`src/hw/rtl/qbrf_pkg.sv`:
```
// shared types and constants of the quadratic bisection root finder
// no dependencies
`default_nettype none
package qbrf_pkg;
    localparam int WORD_BITS_DEF = 32;
    localparam int FRAC_BITS_DEF = 20;
    localparam int CFG_IDX_BITS  = 3;

    localparam logic [2:0] REG_COEF_SQUARE   = 3'd0;
    localparam logic [2:0] REG_COEF_LINEAR   = 3'd1;
    localparam logic [2:0] REG_COEF_CONSTANT = 3'd2;
    localparam logic [2:0] REG_WIDTH_TOL     = 3'd3;
    localparam logic [2:0] REG_ITER_LIMIT    = 3'd4;
    localparam logic [2:0] REG_SCAN_START    = 3'd5;
    localparam logic [2:0] REG_SCAN_END      = 3'd6;
    localparam logic [2:0] REG_SCAN_STEP     = 3'd7;

    localparam logic [1:0] ST_FOUND   = 2'd0;
    localparam logic [1:0] ST_NO_SIGN = 2'd1;
    localparam logic [1:0] ST_NO_SCAN = 2'd2;

    // polynomial sign codes
    localparam logic [1:0] SG_ZERO = 2'b00;
    localparam logic [1:0] SG_POS  = 2'b01;
    localparam logic [1:0] SG_NEG  = 2'b11;

    function automatic logic opposite(input logic [1:0] a, input logic [1:0] b);
        opposite = (a == SG_POS && b == SG_NEG) || (a == SG_NEG && b == SG_POS);
    endfunction
endpackage
`default_nettype wire

```
`src/hw/rtl/qbrf_front.sv`:
```
// front end: accepts request beats and decodes them into queue entries
// depends on qbrf_pkg
`default_nettype none
module qbrf_front #(
    parameter int WORD_BITS = qbrf_pkg::WORD_BITS_DEF
) (
    input  wire                    i_clk,
    input  wire                    i_rst_n,
    input  wire                    i_valid,
    output logic                   o_stall,
    input  wire                    i_req_type,
    input  wire  [WORD_BITS-1:0]   i_interval_low,
    input  wire  [WORD_BITS-1:0]   i_interval_high,
    output logic                   o_q_valid,
    input  wire                    i_q_pop,
    output logic                   o_q_scan,
    output logic [WORD_BITS-1:0]   o_q_low,
    output logic [WORD_BITS-1:0]   o_q_high
);
    // two-entry queue
    logic                 r_scan [2];
    logic [WORD_BITS-1:0] r_low  [2];
    logic [WORD_BITS-1:0] r_high [2];
    logic       r_wp, r_rp;
    logic [1:0] r_cnt;
    logic       w_push;

    assign o_stall = (r_cnt == 2'd2);
    assign w_push = i_valid && !o_stall;
    assign o_q_valid = (r_cnt != 2'd0);
    assign o_q_scan = r_scan[r_rp];
    assign o_q_low  = r_low[r_rp];
    assign o_q_high = r_high[r_rp];

    always_ff @(posedge i_clk) begin
        if (!i_rst_n) begin
            r_wp <= 1'b0;
            r_rp <= 1'b0;
            r_cnt <= 2'd0;
        end else begin
            if (w_push) r_wp <= ~r_wp;
            if (i_q_pop) r_rp <= ~r_rp;
            r_cnt <= r_cnt + {1'b0, w_push} - {1'b0, i_q_pop};
        end
        if (w_push) begin
            r_scan[r_wp] <= i_req_type;
            r_low[r_wp]  <= i_interval_low;
            r_high[r_wp] <= i_interval_high;
        end
    end
endmodule
`default_nettype wire

```
`config.mk`:
```
export PLATFORM = sky130hd
export DESIGN_NAME = qbrf_front
export DESIGN_NICKNAME = d
export VERILOG_FILES = /design/src/hw/rtl/qbrf_pkg.sv /design/src/hw/rtl/qbrf_front.sv
export SDC_FILE = /design/constraint.sdc
export NUM_CORES = 1
export LEC_CHECK = 0
export BUFFER_PORTS_ARGS = -buffer_cell sky130_fd_sc_hd__buf_2
export CAP_MARGIN = 25
export CORE_ASPECT_RATIO = 0.9
export CORE_MARGIN = 10
export CORE_UTILIZATION = 50
export CTS_BUF_LIST = sky130_fd_sc_hd__clkbuf_4
export DETAILED_ROUTE_END_ITERATION = 12
export PLACE_DENSITY = 0.88
export SYNTH_ARGS = -nofsm -noshare
export SYNTH_HDL_FRONTEND = slang
export SYNTH_SLANG_ARGS = --single-unit
```
`constraint.sdc`:
```
create_clock -name i_clk -period 4.9 [get_ports i_clk]
set_input_delay 0.98 -clock i_clk [delete_from_list [all_inputs] [get_ports i_clk]]
set_output_delay 0.98 -clock i_clk [all_outputs]
set_load 0.05 [all_outputs]
```
==> results of run 1 <==
-- worst min-delay path: stages (launching register included) --
cell and delay [ns]:
dfxtp_1 0.37, nand2_1 0.09, mux2i_1 0.07
-- registers in the layout, indices dropped and copies added (netlist names), named ones only --
signal  flops
r_high     64
r_low      64
r_cnt       2
r_scan      2
r_rp        1
r_wp        1
-- power by group --
group / switching [uW] / total (uW) / internal (uW)
registers: 55.3 / 1520 / 1460
logic: 602 / 856 / 254
clock network: 404 / 761 / 356
-- metal layers --
layer	vias to the layer above	global-route usage, %	part of all wire [%]
li1	1198	-	-
met1	1231	13.4	38
met2	98	22.4	52
met3	15	7.12	8.4
met4	2	4.25	1.4
met5	-	0	0.14
-- area by class of cell --
cell class	count	area [um^2]	share of cell area [%]
clock inverter	14	175	2.81
timing repair buffer	138	718	11.5
tap	126	158	2.53
inverter	3	11.3	0.180
multi-input combinational	82	1040	16.7
clock buffer	17	128	2.04
sequential	135	4010	64.2
-- cells in the mapped netlist, drive strengths merged (2+ instances only) --
master and number:
ha 2, dfxtp 5, nor2 4, edfxtp 130, inv 3, xnor2 2, buf 7, nand2b 2
mux2 65, nand2 2
-- cell families after synthesis --
kind of cell / count (synthesis)
buffers and inverters: 10
muxes: 66
and+or+nand+nor: 11
xor gates and xnor gates: 3
adders and majority gates: 2
DFF: 135
-- path summary, 6_finish.rpt --
kind | cells past startpoint | slack, ns | end
hold / removal | 2 | 0.57 | r_wp
hold reg to reg | 2 | 0.57 | r_wp
setup / recovery | 3 | 1.84 | o_q_scan
setup reg to reg | 4 | 2.65 | r_high[0][31]
-- cell usage in the layout, fill, tap and decap left out, drive strengths merged --
cell      synthesis  layout
xnor2             2       2
clkbuf            0      17
nor2              4       4
nand2b            2       2
clkinvlp          0       2
and3              1       1
edfxtp          130     130
mux2             65      65
bufinv            0       3
or2               1       1
mux2i             1       1
nand2             2       2
buf               7     138
ha                2       2
clkinv            0       6
and2              1       1
xor2              1       1
inv               3       6
dfxtp             5       5
-- per-stage QoR --
| stage | cells | util [%] | power (uW) |
|---|---|---|---|
| 4_1_cts | 515 | 63.5 | 3180 |
| 5_1_grt | 515 | 63.5 | 3270 |
| 6_report | 515 | 63.5 | 3130 |
| 2_1_floorplan | 227 | - | 2220 |
| 3_3_place_gp | 483 | 60.1 | 2390 |
| 3_5_place_dp | 484 | 60.4 | 2410 |
==> flow_summary_export.csv, run 1 <==
group,metric,value,unit
status,outcome,"completed",
setup_path,critPathArrivalTime,2.08,ns
setup_path,crit_path_max_fanout,40,
hold_path,hp-class,"reg -> reg",
placed_design,dpl_cell_area,0.00594,mm^2
synth,synth_top_area_share,76.2,%
setup_path,path_cells,"buf_16 > mux2_2 > buf_2",
synth,synth_fa_ha_area_share,0.489,%
sta,finalSetupTns,0,ns
synth,synth_compound_area_share,0,%
synth,synthCells,227,
synth,ys_seq_area_share,78.2,%
synth,synth.distinct_cells,17,
pwr,powerDensity,502,mW/mm^2
route,drt-vias-per-instance,4.94,
sta,final-max-slew-violation-count,0,
synth,ys_seq_elements,135,
placed_design,place_congestion,0.675,
global_route,antenna_found_initial,1,
route,dr.pass1.iters,4,
sta,max_freq,327,MHz
synth,synth_nets,298,
global_route,grt_max_degree,41,
clock_tree,numCtsBuffers,17,
synth,syn_area,0.00512,mm^2
clock_tree,clock_sinks,135,
clock_tree,postCtsSetupRepairBufs,0,
synth,synthSimpleGateAreaFrac,1.05,%
setup_path,crit_path_start_kind,"flop",
route,drc,0,
pwr,leakage,0.00248,uW
setup_path,cpLargestDelayFamily,"flip-flops",
clock_tree,clk_pin_slew,0.12,ns
sta,finalClockSkew,0.0108,ns
setup_path,critPathSlowestCell,"dfxtp_4",
sta,max_slew_margin,50.3,%
clock_tree,htreeDepth,4,
placed_design,hpwl,6.81,mm
synth,synth.avg_cell_area,22.6,um^2
synth,synth_top_family_by_area,"multiplexers",
flow_run,max-cap-violations,0,
clock_tree,clk_path_buf_depth,2,
sta,whs,0.565,ns
synth,synth-xor-area-share,0.513,%
setup_path,reg2reg_from,"r_cnt[0]",
placed_design,io_buffers,135,
die,ioPinCount,136,
synth,yosysWarningCount,0,
sta,min_period,3.06,ns
synth,synth-edff-count,130,
synth,synth_area_leaders,"edfxtp_1, mux2_4, mux2_2",
setup_path,cp.buffers_inverters,2,
die,core_area,0.00983,mm^2
layout,postLayoutCellArea,0.00624,mm^2
die,initial_core_util,52.1,%
route,vias,2544,
synth,synthArstFlopShare,0,%
global_route,grt_pass1_wl,14.6,mm
global_route,grt-ovfl-total,0,
placed_design,dp_slack,2.07,ns
die,die_area,0.0147,mm^2
sta,finalCritPeriodShare,62.4,%
hold_path,hp-start,"r_wp",
synth,yosysTopAreaCell,"edfxtp_1",
setup_path,critPathRequiredTime,3.92,ns
clock_tree,cts_resized,0,
clock_tree,cts_tree,"yes",
layout,antennaDiodeCount,0,
clock_tree,clockRootBuffer,"clkbuf_4",
setup_path,max_stage_delay,0.65,ns
layout,fillers,709,
layout,syn_to_final_growth,21.8,%
die,fp-row-count,34,
global_route,grt_pass1_vias,2836,
clock_tree,cts_hold_buf,0,
global_route,grt_use_total,13.0,%
synth,synthMuxAreaShare,18.1,%
sta,tightest_slew,0.745,ns
synth,synthFlopType,"edfxtp_1",
setup_path,cp-end-kind,"output port",
route,first_iter_violations,149,
sta,rsz0062_at_grt,"no",
sta,setup_viol,0,
layout,nets,448,
route,wl,9.63,mm
pwr,ir_worst_vdd,0.000412,V
layout,drive_above_1_share,60.9,%
sta,finalHoldViolations,0,
route,wl_per_cell,18.7,um
clock_tree,worstSkewPairLatency,0.50,ns
die,die_h,116,um
die,die_x,127,um
sta,fin_ws,1.84,ns
route,ant_nets,0,
setup_path,crit_type,"reg -> out",
Note: power is estimated with default switching activity, not from simulation.
==> run 2: changes to the inputs <==
--- a/config.mk
+++ b/config.mk
@@ -5,14 +5,15 @@
 export SDC_FILE = /design/constraint.sdc
 export NUM_CORES = 1
 export LEC_CHECK = 0
+export ABC_AREA = 1
 export BUFFER_PORTS_ARGS = -buffer_cell sky130_fd_sc_hd__buf_2
 export CAP_MARGIN = 25
 export CORE_ASPECT_RATIO = 0.9
 export CORE_MARGIN = 10
-export CORE_UTILIZATION = 50
+export CORE_UTILIZATION = 49
 export CTS_BUF_LIST = sky130_fd_sc_hd__clkbuf_4
 export DETAILED_ROUTE_END_ITERATION = 12
-export PLACE_DENSITY = 0.88
+export PLACE_DENSITY = 0.9
 export SYNTH_ARGS = -nofsm -noshare
 export SYNTH_HDL_FRONTEND = slang
 export SYNTH_SLANG_ARGS = --single-unit
==> constraint.sdc (replaced) <==
create_clock -name i_clk -period 2.6 [get_ports i_clk]
set_input_delay 0.52 -clock i_clk [delete_from_list [all_inputs] [get_ports i_clk]]
set_output_delay 0.52 -clock i_clk [all_outputs]
set_load 0.05 [all_outputs]
==> run 2 against run 1 <==
  * Via count about the same
  * Non-clock buffer count grew 3
  * Clock power increased by 94%
  * Clock skew increased by 0.0024 ns
  * Final cell count rose by 2.9%
  * Combinational power rose by 23%
  * Highest routed layer is now met4
  * First-iteration DRC count shrank 5.4%
  * Synthesized cell count increased by 4.0%
  * Global-route usage down 0.42 points
  * Area after synthesis about the same
  * Register-to-register slack lost 1.7 ns
==> flow_summary_export.csv, run 2 <==
group,metric,value,unit
status,outcome,"completed",
route,wl_per_cell,17.9,um
die,initial_core_util,50.0,%
synth,synth.distinct_cells,12,
synth,synth_area_leaders,"edfxtp_1, mux2_4, mux2_2",
placed_design,dp_slack,0.729,ns
layout,fillers,753,
route,met1_length,3.52,mm
synth,synthCells,236,
route,vias,2546,
pwr,powerDensity,825,mW/mm^2
clock_tree,clk_pin_slew,0.12,ns
synth,synth_nets,307,
synth,synth_fa_ha_area_share,0.488,%
sta,finalClockSkew,0.0132,ns
clock_tree,clk_path_buf_depth,2,
synth,synthSimpleGateAreaFrac,1.37,%
sta,finalCritPeriodShare,91.0,%
global_route,grt-ovfl-total,0,
synth,synthArstFlopShare,0,%
clock_tree,cts_tree,"yes",
synth,synth.avg_cell_area,21.7,um^2
clock_tree,cts_resized,0,
sta,rsz0062_at_grt,"no",
die,die_area,0.0150,mm^2
placed_design,io_buffers,135,
clock_tree,clockRootBuffer,"clkbuf_4",
route,highest_layer,"met4",
clock_tree,cts_hold_buf,0,
pwr,ir_worst_vdd,0.000582,V
setup_path,crit_path_start_kind,"flop",
global_route,grt_max_degree,40,
die,ioPinCount,136,
clock_tree,numCtsBuffers,17,
setup_path,cp-end-kind,"output port",
route,drc,0,
layout,multi_input_area,0.00103,mm^2
flow_run,max-cap-violations,0,
clock_tree,worstSkewPairLatency,0.47,ns
sta,finalHoldViolations,0,
clock_tree,htreeDepth,4,
setup_path,critPathArrivalTime,1.84,ns
layout,seqCellArea,0.00401,mm^2
setup_path,path_cells,"buf_12 > mux2_2 > buf_2",
layout,final_common_cell,"buf_2",
sta,final-max-slew-violation-count,0,
sta,finalSetupTns,0,ns
route,wl_met3,844,um
setup_path,cp.depth,3,
setup_path,critPathSlowestCell,"dfxtp_4",
sta,fin_ws,0.235,ns
setup_path,cpLargestDelayFamily,"flip-flops",
layout,top_regs,"r_high (64), r_low (64)",
synth,yosys-top-cells-count,"edfxtp_1, mux2_4, mux2_2, nand2_1, inv_1",
pwr,leakage,0.00252,uW
synth,syn_area,0.00513,mm^2
synth,yosysMostFrequentCell,"edfxtp_1",
route,wl,9.50,mm
synth,yosysWarningCount,0,
layout,nets,460,
synth,synth_top_area_share,76.1,%
clock_tree,clock_sinks,135,
global_route,grt_pass1_vias,2818,
sta,tightest_slew,0.528,ns
sta,max_freq,423,MHz
clock_tree,postCtsSetupRepairBufs,0,
layout,syn_to_final_growth,22.7,%
global_route,grt_use_total,12.6,%
placed_design,place_congestion,0.682,
route,ant_nets,0,
sta,max_slew_margin,64.8,%
route,dr.pass1.iters,4,
layout,antennaDiodeCount,0,
placed_design,hpwl,6.89,mm
hold_path,min_path_cells,1,
synth,yosysTopAreaCell,"edfxtp_1",
die,die_x,128,um
route,dr_wl_met2,5.05,mm
setup_path,crit_path_max_fanout,29,
hold_path,hp-class,"in -> reg",
setup_path,crit_type,"reg -> out",
synth,synth-edff-count,130,
route,first_iter_violations,141,
setup_path,cp.buffers_inverters,2,
synth,synth_compound_area_share,0.195,%
sta,setup_viol,0,
layout,mostFrequentLayoutCells,"buf_2, edfxtp_1, mux2_4, clkbuf_4, mux2_2",
die,die_h,117,um
synth,synthMuxAreaShare,17.9,%
setup_path,r2r_cells,10,
global_route,grt_pass1_wl,14.4,mm
global_route,antenna_found_initial,0,
synth,synthFlopType,"edfxtp_1",
synth,synth_top_family_by_area,"multiplexers",
synth,synth-xor-area-share,0,%
die,core_area,0.0102,mm^2
setup_path,max_stage_delay,0.52,ns
layout,drive_above_1_share,59.4,%
setup_path,critPathRequiredTime,2.08,ns
synth,ys_seq_area_share,78.1,%
die,fp-row-count,35,
sta,min_period,2.36,ns
synth,ys_seq_elements,135,
setup_path,ff2ff_setup_slack,0.95,ns
route,drt-vias-per-instance,4.80,
[run 2: final cells by class]
type                       count  area share, %
sequential                   135           63.7
multi-input combinational     87           16.4
timing repair buffer         141           11.9
clock inverter                13           2.88
tap                          129           2.57
clock buffer                  18           2.15
inverter                       7          0.418
[run 2: power by group]
part / leakage [uW] / switching, uW / internal [uW]
Combinational: 0.00111 / 732 / 321
Clock: 0.000159 / 717 / 766
Sequential: 0.00125 / 56.1 / 2600
[run 2: per-layer routing]
layer,global-route usage [%],vias to the layer above
li1,-,1222
met4,3.90,0
met2,22.7,81
met5,0,-
met3,7.29,8
met1,11.9,1235
[run 2: path summary, 6_finish.rpt]
| kind | startpoint | to |
|---|---|---|
| worst min-delay path | i_interval_low[16] | r_low[0][16] |
| worst min register to register | r_rp | flop |
| worst max-delay path | flop | o_q_scan |
| worst max register to register | r_cnt[0] | r_cnt[1] |
[run 2: through the flow]
stage                     area (um^2)  std cells  util, %  hold slack (ns)  total power (uW)
after floorplan                  5130        236        -            0.463              3510
after global placement           5970        499     58.3            0.477              3740
after detailed placement         5970        499     58.3            0.486              3770
after CTS                        6290        530     61.4            0.143              5260
after global routing             6290        530     61.4            0.128              5420
final                            6290        530     61.4            0.218              5190
[run 2: cell families (layout without fill, tap and decap cells)]
| kind of cell | Yosys count | after routing |
|---|---|---|
| adders and majority gates | 2 | 2 |
| buffers and inverters | 14 | 179 |
| AOI/OAI and AO/OA | 2 | 2 |
| DFF | 135 | 135 |
| and+or+nand+nor | 18 | 18 |
| muxes | 65 | 65 |
[run 2: worst register-to-register path, stage by stage (launching register included)]
cell     delay, ns
dfxtp_1       0.36
inv_1         0.06
nand2_1       0.12
nand2_1       0.15
ha_1          0.31
inv_1         0.04
ha_1          0.19
inv_1         0.06
nand2_1       0.07
a21oi_1       0.14
nor2_1        0.07
==> run 3: changes to the inputs <==
--- a/config.mk
+++ b/config.mk
@@ -5,7 +5,6 @@
 export SDC_FILE = /design/constraint.sdc
 export NUM_CORES = 1
 export LEC_CHECK = 0
-export ABC_AREA = 1
 export BUFFER_PORTS_ARGS = -buffer_cell sky130_fd_sc_hd__buf_2
 export CAP_MARGIN = 25
 export CORE_ASPECT_RATIO = 0.9
==> run 3 against run 2 <==
  * Combinational power grew 55%
  * Global-route usage grew 0.14 points
  * Count of clock-buffer cells in the layout unchanged
  * Worst setup slack got worse by 0.081 ns
  * Non-clock buffer count unchanged
  * Flip-flop and latch count unchanged
  * Clock power is 6% higher
  * First-iteration DRC count decreased by 16%
  * Hold slack got worse by 0.0050 ns
  * Clock skew is 0.0033 ns lower
  * Critical endpoint is now o_q_high[0]
==> flow_summary_export.csv, run 3 (synthesis results as in run 1) <==
group,metric,value,unit
status,outcome,"completed",
clock_tree,htreeDepth,4,
layout,drive_above_1_share,61.2,%
placed_design,io_buffers,135,
die,ioPinCount,136,
setup_path,critPathRequiredTime,2.08,ns
clock_tree,cts_resized,0,
clock_tree,postCtsSetupRepairBufs,0,
setup_path,regToRegEndpoint,"r_cnt[1]",
global_route,grt_use_total,12.8,%
layout,seqCellArea,0.00401,mm^2
setup_path,crit_path_max_fanout,25,
layout,stdcell_count,522,
clock_tree,cts_hold_buf,0,
layout,top_regs,"r_high (64), r_low (64)",
pwr,ir_worst_vdd,0.000726,V
clock_tree,clk_path_buf_depth,2,
route,drc,0,
setup_path,cp-end-kind,"output port",
setup_path,ff2ff_setup_slack,0.97,ns
sta,finalSetupTns,0,ns
sta,max_slew_margin,66.2,%
sta,finalCritPeriodShare,94.1,%
flow_run,max-cap-violations,0,
pwr,leakage,0.00252,uW
layout,finish.utilization,61.6,%
sta,final-max-slew-violation-count,0,
route,wl,9.38,mm
pwr,powerDensity,959,mW/mm^2
global_route,grt_pass1_vias,2830,
die,die_area,0.0149,mm^2
setup_path,path_cells,"buf_12 > mux2_2 > buf_2",
setup_path,max_stage_delay,0.58,ns
hold_path,hp-start,"i_interval_high[18]",
clock_tree,cts_tree,"yes",
layout,postLayoutCellArea,0.00631,mm^2
placed_design,hpwl,6.77,mm
setup_path,critPathSlowestCell,"dfxtp_4",
die,die_h,117,um
placed_design,place_congestion,0.692,
sta,rsz0062_at_grt,"no",
route,vias,2509,
global_route,grt-ovfl-total,0,
global_route,grt_pass1_wl,14.7,mm
layout,nets,451,
sta,max_freq,409,MHz
sta,min_period,2.45,ns
die,fp-row-count,35,
route,dr.pass1.iters,4,
global_route,antenna_found_initial,1,
sta,setup_viol,0,
hold_path,hp-class,"in -> reg",
clock_tree,clockRootBuffer,"clkbuf_4",
route,first_iter_violations,119,
clock_tree,clock_sinks,135,
layout,syn_to_final_growth,23.2,%
hold_path,holdPathEnd,"r_high[1][18]",
pwr,total_power,6050,uW
sta,finalHoldViolations,0,
setup_path,crit_path_start_kind,"flop",
placed_design,place_inst,490,
die,die_x,128,um
setup_path,reg2reg_from,"r_cnt[0]",
layout,multi_input_area,0.00104,mm^2
route,ant_nets,0,
setup_path,critPathArrivalTime,1.93,ns
route,drt-vias-per-instance,4.81,
hold_path,min_path_cells,1,
layout,final_common_cell,"buf_2",
layout,mostFrequentLayoutCells,"buf_2, edfxtp_1, mux2_4, clkbuf_4, mux2_2",
clock_tree,numCtsBuffers,17,
sta,finalClockSkew,0.00994,ns
global_route,grt_max_degree,39,
sta,tightest_slew,0.507,ns
placed_design,dpl_cell_area,0.00597,mm^2
clock_tree,clk_pin_slew,0.12,ns
die,core_area,0.0102,mm^2
setup_path,r2r_cells,8,
setup_path,crit_type,"reg -> out",
die,initial_core_util,50.0,%
layout,fillers,759,
route,wl_per_cell,18.0,um
clock_tree,worstSkewPairLatency,0.48,ns
run 3: where the power goes:
part           total, uW  internal [uW]  switching [uW]
Clock               1570            866             708
Sequential          2850           2750            98.0
Combinational       1630            491            1140
run 3: worst max-delay path by stage:
stage | slack (ns) | end | cells after the start | startpoint
2_1_floorplan | 0.07 | r_high[1][0] | 1 | i_valid
3_3_place_gp | 0.68 | o_q_high[0] | 3 | flop
3_5_place_dp | 0.66 | o_q_high[0] | 3 | flop
4_1_cts | 0.09 | o_q_high[0] | 3 | flop
5_1_grt | 0.02 | o_q_high[0] | 3 | flop
6_report | 0.15 | o_q_high[0] | 3 | flop
run 3: final cells by class:
class                      instances  area share, %
sequential                       135           63.5
tap                              129           2.56
antenna                            1         0.0397
multi-input combinational         82           16.5
inverter                           3          0.178
clock inverter                    13           3.23
timing repair buffer             141           11.8
clock buffer                      18           2.14
run 3: through the flow:
stage          hold slack, ns  worst slack [ns]
3_5_place_dp            0.503             0.663
3_3_place_gp            0.495             0.677
4_1_cts                 0.154            0.0905
2_1_floorplan           0.480            0.0726
6_report                0.213             0.154
5_1_grt                 0.137            0.0162
run 3: metal layers:
metal | track usage, % | wire, um | vias to the layer above
li1 | - | - | 1198
met1 | 13.2 | 3470 | 1205
met2 | 21.9 | 4930 | 96
met3 | 6.71 | 873 | 10
met4 | 4.35 | 104 | 0
met5 | 0 | 0 | -
run 3: critical path: cells and delay by family, from the launching register on:
kind                   cells  cell delay (ns)
buffers and inverters      2             0.48
DFF                        1             0.58
muxes                      1             0.36
